### src/hdl/tcw_pkg.sv
// ----------------------------------------------------------------------------
// tcw_pkg
// Shared types, codes and constants of the text console writer.
// ----------------------------------------------------------------------------
package tcw_pkg;

  localparam int unsigned S_TDATA_W = 24;
  localparam int unsigned S_TUSER_W = 2;
  localparam int unsigned M_TDATA_W = 40;

  localparam logic [1:0] REQ_PUT   = 2'd0;
  localparam logic [1:0] REQ_BKSP  = 2'd1;
  localparam logic [1:0] REQ_CLEAR = 2'd2;
  localparam logic [1:0] REQ_READ  = 2'd3;

  localparam logic [1:0] ESC_IDLE    = 2'd0;
  localparam logic [1:0] ESC_SEEN    = 2'd1;
  localparam logic [1:0] ESC_NUMBER  = 2'd2;
  localparam logic [1:0] ESC_SWALLOW = 2'd3;

  localparam logic [1:0] MODE_DONE   = 2'd0;
  localparam logic [1:0] MODE_READ   = 2'd1;
  localparam logic [1:0] MODE_SCROLL = 2'd2;
  localparam logic [1:0] MODE_CLEAR  = 2'd3;

  localparam logic [7:0] CH_NEWLINE = 8'h0A;
  localparam logic [7:0] CH_ESC     = 8'h1B;
  localparam logic [7:0] CH_BRACKET = 8'h5B;
  localparam logic [7:0] CH_M       = 8'h6D;
  localparam logic [7:0] CH_SPACE   = 8'h20;
  localparam logic [7:0] CH_ZERO    = 8'h30;
  localparam logic [7:0] CH_NINE    = 8'h39;

  localparam logic [3:0]  WHITE      = 4'd15;
  localparam logic [3:0]  BLACK      = 4'd0;
  localparam logic [15:0] BLANK_CELL = 16'h0F20;

  typedef struct packed {
    logic accept;
    logic exec;
    logic load_out;
    logic copy;
    logic blank;
    logic cnt_clr;
  } cmd_t;

  typedef struct packed {
    logic [1:0] mode;
    logic       copy_last;
    logic       blank_last;
    logic       out_free;
  } status_t;

  function automatic logic [3:0] ansi_to_vga(input logic [2:0] c);
    logic [3:0] v;
    case (c)
      3'd0:    v = 4'd0;
      3'd1:    v = 4'd4;
      3'd2:    v = 4'd2;
      3'd3:    v = 4'd14;
      3'd4:    v = 4'd1;
      3'd5:    v = 4'd5;
      3'd6:    v = 4'd3;
      default: v = 4'd15;
    endcase
    return v;
  endfunction

endpackage

### src/hdl/tcw_ctrl.sv
// ----------------------------------------------------------------------------
// tcw_ctrl
// Sequencer of the console: accept, execute, read wait, scroll and clear
// sweeps, result hand-off.
// ----------------------------------------------------------------------------
module tcw_ctrl (
  input  logic             clk_i,
  input  logic             rst_ni,
  input  logic             s_valid_i,
  output logic             s_ready_o,
  input  tcw_pkg::status_t status_i,
  output tcw_pkg::cmd_t    cmd_o
);

  localparam logic [2:0] S_INIT   = 3'd0;
  localparam logic [2:0] S_IDLE   = 3'd1;
  localparam logic [2:0] S_EXEC   = 3'd2;
  localparam logic [2:0] S_READ   = 3'd3;
  localparam logic [2:0] S_COPY   = 3'd4;
  localparam logic [2:0] S_BLANK  = 3'd5;
  localparam logic [2:0] S_RESULT = 3'd6;

  logic [2:0] state_q, state_d;
  logic       ready;

  assign ready     = (state_q == S_IDLE) || ((state_q == S_RESULT) && status_i.out_free);
  assign s_ready_o = ready;

  always_comb begin
    state_d        = state_q;
    cmd_o          = '0;
    cmd_o.accept   = s_valid_i && ready;
    case (state_q)
      S_INIT: begin
        cmd_o.blank = 1'b1;
        if (status_i.blank_last) state_d = S_IDLE;
      end
      S_IDLE: begin
        if (s_valid_i) state_d = S_EXEC;
      end
      S_EXEC: begin
        cmd_o.exec = 1'b1;
        case (status_i.mode)
          tcw_pkg::MODE_READ: state_d = S_READ;
          tcw_pkg::MODE_SCROLL: begin
            cmd_o.cnt_clr = 1'b1;
            state_d       = S_COPY;
          end
          tcw_pkg::MODE_CLEAR: begin
            cmd_o.cnt_clr = 1'b1;
            state_d       = S_BLANK;
          end
          default: state_d = S_RESULT;
        endcase
      end
      S_READ: begin
        state_d = S_RESULT;
      end
      S_COPY: begin
        cmd_o.copy = 1'b1;
        if (status_i.copy_last) state_d = S_BLANK;
      end
      S_BLANK: begin
        cmd_o.blank = 1'b1;
        if (status_i.blank_last) state_d = S_RESULT;
      end
      S_RESULT: begin
        if (status_i.out_free) begin
          cmd_o.load_out = 1'b1;
          state_d        = s_valid_i ? S_EXEC : S_IDLE;
        end
      end
      default: state_d = S_IDLE;
    endcase
  end

  always_ff @(posedge clk_i or negedge rst_ni) begin
    if (!rst_ni) begin
      state_q <= S_INIT;
    end else begin
      state_q <= state_d;
    end
  end

endmodule

### config.mk
export PLATFORM = sky130hd
export DESIGN_NAME = tcw_ctrl
export DESIGN_NICKNAME = d
export VERILOG_FILES = /design/src/hdl/tcw_pkg.sv /design/src/hdl/tcw_ctrl.sv
export SDC_FILE = /design/constraint.sdc
export NUM_CORES = 1
export LEC_CHECK = 0
export ABC_AREA = 1
export BUFFER_PORTS_ARGS = -buffer_cell sky130_fd_sc_hd__buf_2
export CAP_MARGIN = 20
export CORE_AREA = 10 10 47 49
export DETAILED_ROUTE_END_ITERATION = 10
export DIE_AREA = 0 0 57 59
export SLEW_MARGIN = 20
export SYNTH_ARGS = -nofsm -noshare
export SYNTH_HDL_FRONTEND = slang
export SYNTH_SLANG_ARGS = --single-unit
export TNS_END_PERCENT = 30
### constraint.sdc
create_clock -name clk_i -period 1.51 [get_ports clk_i]
set_input_delay 0.302 -clock clk_i [delete_from_list [all_inputs] [get_ports clk_i]]
set_output_delay 0.302 -clock clk_i [all_outputs]
set_load 0.005 [all_outputs]
=== After elaboration in Yosys (flattened, before gate mapping) ===
Index checks and enable logic that the tools add are counted.
Widths: inputs -> output; s select.

* Register bits: 3
* Bits in latches: 0
* Memory bits (writable): 0
* Memory bits (read-only): 0
* Input port bits: 8
* Output and inout bits: 7
* Memories: 0

* Add/sub/neg operators: 0
* Multipliers: 0
* Div/mod/pow operators: 0
* $lt $le $gt $ge: 0
* Equality and inequality tests: 14
* Shift-type cells: 0
* Mux-type cells: 15
* Bitwise operators: 0
* Reduce and logical (&&, ||, !) cells: 7

{| class="wikitable"
|+ Operator list
! operator !! number
|-
| $pmux 3 s7 || 1
|-
| $mux 3 || 5
|-
| $ne 2x2->1 const B || 5
|-
| $eq 3x3->1 const B || 3
|-
| $pmux 3 s3 || 1
|-
| $mux 1 || 7
|-
| $eq 3x2->1 const B || 2
|-
| $reduce_and 5->1 || 1
|-
| $eq 2x2->1 const B || 2
|-
| $reduce_or 2->1 || 2
|-
| $eq 3x1->1 const B || 1
|-
| $logic_not 3->1 || 1
|-
| $eq 2x1->1 const B || 1
|-
| $logic_and 1x1->1 || 2
|-
| $mux 2 || 1
|-
| $logic_or 1x1->1 || 1
|}

=== Depth between registers and ports, before layout ===
Gate-level depths: netlist (run 1).

* Word-level depth: 4
* Mapped depth: 9
* Depth with buffers taken out: 8

=== Least setup slack after synthesis (run 1) ===
OpenSTA, ideal clock, no wires.

* Path kind: flip-flop to output port
* Start point: register state_q[0]
* End point: output port cmd_o[5] (netlist bit)
* Data arrival time: 0.905 ns
* Required time: 1.208 ns
* Slack: 0.303 ns
* Cell stages (with the launch flop): 5
* Buffers on the path: 1
* Cells stage by stage: dfrtp_1 -> buf_6 -> nor2_2 -> nand2_1 -> a21oi_1

{| class="wikitable"
|+ RTL lines
! element !! line !! text
|-
| from (decl) || tcw_ctrl.sv:23 || <nowiki>logic [2:0] state_q, state_d;</nowiki>
|-
| from (signal assigned) || tcw_ctrl.sv:81 || <nowiki>state_q <= state_d;</nowiki>
|-
| to (decl) || tcw_ctrl.sv:12 || <nowiki>output tcw_pkg::cmd_t cmd_o</nowiki>
|}

==> metrics.csv, run 1 <==
metric,value,unit
worstSetupPathType,reg2out,
p_comb_share,67.9,%
final_max_slew_viol_count,0,
rsz0062_at_grt,yes,
syn2layout_area_growth,39.4,%
ys_seq_elements,3,
layout_setup_ws,8.33,ps
clock_latency,230,ps
syn-cell-area,419,sq um
final_cells,107,
drtAntennaViolNets,0,
status,finished clean,
drt_iter0_markers,14,
antenna_cells,0,
ir_worst_vdd,0.792,mV
via_per_inst,4.36,
drtPass1Iterations,5,
dr_total_vias,466,
worst_slew_margin_rel,85.3,%
place_inst,98,
synth_cell_types,15,
htreeDepth,1,
synth_simple_gate_area_share,60.9,%
endpoint_kind,primary output,
skew,4.65,ps
period_share,99.4,%
cp_common_cell,nand2_2,
switching_share,51.3,%
min_period,1500,ps
design.core.area,1400,sq um
drv_cap,0,
layout.nets,100,
drive_above_1_share,46.2,%
crit_chain,"nand2_2, nor2_4, nand2_2, a21oi_2, buf_2",
fp.dieH,59,um
holdCritPathClass,in2reg,
start_util,29.9,%
critPathMaxStageDelay,450,ps
dieWidth,57,um
cts_tree,done,
power,1.18,mW
grt_usage,6.97,%
root_buffer,clkbuf_4,
mappedNetlistNets,77,
regMostFlops,state_q,
finalWirelength,1070,um
clk_transition_reported_paths,40,ps
antenna_found_initial,0,
arrival,1200,ps
synth_xor_area_share,0,%
hold_violations,0,
leakagePower,0.357,nW
grt_pass1_wl,1950,um
placed_area,494,sq um
max_clock_freq,666,MHz
tightest_slew,220,ps
grt_pass1_vias,458,
fin_util,41.7,%
power.internal,0.575,mW
synthMuxAreaShare,0,%
pre_cts_slack,102,ps
synth_compound_area_share,2.39,%
cp.required,1210,ps
worst-path-max-fanout,5,
gp_congestion,0.831,
startpoint_type,register,
pwr-share-seq,20.5,%
setup_violations,0,
final_cell_area,584,sq um
cts_buffers,3,
core.rowCount,14,
place_hpwl,842,um
yosysSeqAreaShare,17.9,%
largest_register_ffs,3,
powerDensity,2020,nW/um^2
grt_remaining_overflow,0,
drc,0,
clockPowerShare,11.6,%
ioPinCount,15,
syn_avg_cell_area,6.07,sq um
p_switching,0.606,mW
wl_per_cell,10.0,um
synth_top_family_by_area,simple AND/OR/NAND/NOR gates,
largestRegisters,state_q x3,
synth_fa_ha_area_share,0,%
cp_slowest_cell,dfrtp_2,
portBuffers,14,
grt_max_degree,9,
clock_path_buffers,2,
synth.yosys.warnings,0,
syn-instance-count,69,
fp.dieArea,3360,sq um
clock_sinks,3,
[layout make-up]
class | count | area, sq um
Fill cell | 158 | 817
Multi-Input combinational cell | 49 | 284
Timing Repair Buffer | 20 | 114
Sequential cell | 3 | 78.8
Inverter | 15 | 61.3
Clock buffer | 4 | 26.3
Tap cell | 16 | 20.0
[synthesized netlist by cell type]
cell,n,share of area (%)
a21oi_1,1,1.2
nor2_2,2,3.0
nand3_1,10,12
inv_1,13,12
o21ai_1,1,1.2
nor2_1,1,0.89
nand3_2,3,7.2
dfrtp_1,3,18
nor2_4,3,8.1
nand2_4,1,2.7
inv_2,2,1.8
nand2_1,22,20
nand4_1,1,1.5
buf_6,2,5.4
nand2_2,4,6.0
[repair_timing]
action | 4_1_cts | 5_1_grt
setup buffers | 4 | 0
pin swaps | 0 | 2
resized for setup | 9 | 1
setup endpoints to repair | 6 | 4
hold buffers | 1 | 0
endpoints found under the hold margin | 3 | 0
[through the flow]
| step | TNS [ps] | hold slack (ps) |
|---|---|---|
| 2_1_floorplan | 0 | 6.41 |
| 3_3_place_gp | 0 | 99.3 |
| 3_5_place_dp | 0 | 98.5 |
| 4_1_cts | 0 | 376 |
| 5_1_grt | -211 | 395 |
| 6_report | 0 | 380 |
[cell usage in the layout, fill, tap and decap left out, drive strengths merged]
| cell | synthesis | layout |
|---|---|---|
| nand4 | 1 | 1 |
| nand2 | 27 | 27 |
| a21oi | 1 | 1 |
| buf | 2 | 19 |
| o21ai | 1 | 1 |
| clkbuf | 0 | 4 |
| nand3 | 13 | 13 |
| dlygate4sd3 | 0 | 1 |
| inv | 15 | 15 |
| nor2 | 6 | 6 |
| dfrtp | 3 | 3 |
[cell families (layout without fill, tap and decap cells)]
group / after synthesis / in the layout
AO/OA/AOI/OAI: 2 / 2
buffers and inverters: 17 / 39
flip-flops: 3 / 3
AND/OR/NAND/NOR: 47 / 47
[worst max-delay path: cells and delay by family (launching register included)]
kind | cells | cell delay (ps)
simple gates | 3 | 300
buf+inv | 1 | 110
compound gates | 1 | 100
flops | 1 | 450
[routing by layer]
metal | track usage (%) | vias to the layer above | share of wire, %
li1 | - | 252 | -
met1 | 8.47 | 196 | 48
met2 | 10.2 | 18 | 42
met3 | 3.22 | 0 | 9.7
met4 | 3.02 | 0 | 0
met5 | 0 | - | 0
[power by group through the flow]
stage	clock [mW]	combinational (mW)	sequential, mW
floorplan	0	0.617	0.156
global placement	0	0.687	0.223
detailed placement	0	0.690	0.226
CTS	0.140	0.800	0.241
global route	0.150	0.920	0.253
finish	0.137	0.802	0.242
[final timing paths]
| kind | startpoint | endpoint | slack [ps] | cells after the start |
|---|---|---|---|---|
| min reg2reg | state_q[0] | state_q[1] | 710 | 3 |
| max in group asynchronous | rst_ni | state_q[2] | 1000 | 2 |
| min in group asynchronous | rst_ni | state_q[1] | 390 | 2 |
| min | status_i[0] | state_q[1] | 380 | 4 |
| max reg2reg | state_q[0] | state_q[0] | 200 | 8 |
| max | state_q[1] | cmd_o[5] | 8 | 5 |
(Power assumes the default switching activity.)
==> run 2, diff against run 1 <==
--- a/config.mk
+++ b/config.mk
@@ -9,8 +9,10 @@
 export BUFFER_PORTS_ARGS = -buffer_cell sky130_fd_sc_hd__buf_2
 export CAP_MARGIN = 20
 export CORE_AREA = 10 10 47 49
+export CTS_BUF_LIST = sky130_fd_sc_hd__clkbuf_8 sky130_fd_sc_hd__clkbuf_16
 export DETAILED_ROUTE_END_ITERATION = 10
 export DIE_AREA = 0 0 57 59
+export SETUP_SLACK_MARGIN = 0.4
 export SLEW_MARGIN = 20
 export SYNTH_ARGS = -nofsm -noshare
 export SYNTH_HDL_FRONTEND = slang
==> metrics.csv, run 2 (same netlist as run 1, synthesis figures left out) <==
metric,value,unit
ir_worst_vdd,0.879,mV
wl_per_cell,10.6,um
grt_pass1_vias,479,
fp.dieArea,3360,sq um
antenna_cells,0,
tightest_slew,189,ps
dieWidth,57,um
cts_tree,done,
core.rowCount,14,
layout.nets,102,
max_clock_freq,685,MHz
grt_remaining_overflow,0,
layout_commonest_cell,nand2_1,
portBuffers,14,
min_period,1460,ps
worst-path-max-fanout,5,
regMostFlops,state_q,
final_max_slew_viol_count,0,
largest_register_ffs,3,
period_share,96.7,%
ioPinCount,15,
worstSetupPathType,reg2out,
cts_buffers,3,
placed_area,539,sq um
htreeDepth,1,
drtAntennaViolNets,0,
power,1.44,mW
antenna_found_initial,0,
status,finished clean,
startpoint_type,register,
place_hpwl,884,um
worst_slew_margin_rel,87.4,%
rsz0062_at_grt,yes,
cp.required,1210,ps
drtPass1Iterations,2,
hold_violations,0,
grt_pass1_wl,1840,um
clock_latency,220,ps
gp_congestion,0.860,
dr_total_vias,481,
drc,0,
clock_path_buffers,2,
drt_iter0_markers,5,
clk_transition_reported_paths,30,ps
fp.dieH,59,um
syn2layout_area_growth,59.4,%
powerDensity,2160,nW/um^2
start_util,29.9,%
arrival,1160,ps
root_buffer,clkbuf_8,
holdCritPathClass,in2async,
final_cell_mix,"17 x nand2_1, 13 x inv_1, 12 x buf_2, 10 x nand3_1",
grt_usage,6.49,%
largestRegisters,state_q x3,
leakagePower,0.404,nW
via_per_inst,4.41,
tns,0,ps
skew,1.99,ps
drive_above_1_share,52.7,%
design.core.area,1400,sq um
endpoint_kind,primary output,
setup_violations,0,
clock_sinks,3,
drv_cap,0,
final_cell_area,668,sq um
grt_max_degree,9,
finalWirelength,1160,um
fillers,157,
-- run 2: where the power goes --
part	switching [mW]	internal, mW	total [mW]
Clock	0.0534	0.173	0.226
Combinational	0.534	0.452	0.985
Sequential	0.0998	0.132	0.232
-- run 2: cell type report --
cell class,count,area [sq um],share of cell area [%]
timing repair buffer,22,149,22.3
tap,16,20.0,3.00
clock inverter,1,3.75,0.562
inverter,15,61.3,9.18
clock buffer,3,41.3,6.18
multi-input combinational,49,314,47.0
sequential,3,78.8,11.8
-- run 2: worst paths after layout --
kind	to	slack, ps	depth (start not counted)	start
max reg2reg	state_q[2]	260	9	state_q[1]
min reg2reg	state_q[0]	600	2	state_q[0]
max	cmd_o[0]	50	5	state_q[0]
min	state_q[1]	410	2	rst_ni
max in group asynchronous	state_q[2]	980	2	rst_ni
min in group clk_i	state_q[1]	410	4	status_i[0]
-- run 2: worst max-delay path: stages, from the launching register on --
cell and delay, ps:
dfrtp_2 460, buf_6 160, nor2_4 90, nand2_2 50, nor2_1 70, buf_2 110
-- run 2: stage by stage --
step                hold slack (ps)  instances  worst slack (ps)  utilization [%]
CTS                             397        108              49.6             45.2
finish                          407        109              49.2             47.7
floorplan                      6.41         69               363                -
global placement                101        100               199             38.5
global route                    426        109             -24.6             47.7
detailed placement              100        100               180             38.5
-- run 2: timing repair --
item / in CTS / in global routing
hold buffers: 1 / 0
pin swaps: 4 / 9
gates resized for setup: 6 / 7
hold endpoints to repair: 3 / 0
endpoints found under the setup margin: 10 / 10
buffers inserted: 3 / 1
-- run 2: metal layers --
layer	global-route usage, %	up-vias	share of wire (%)
met2	10.9	13	49
met5	0	-	0
li1	-	257	-
met3	1.50	2	5.7
met1	7.28	209	44
met4	4.03	0	1.2
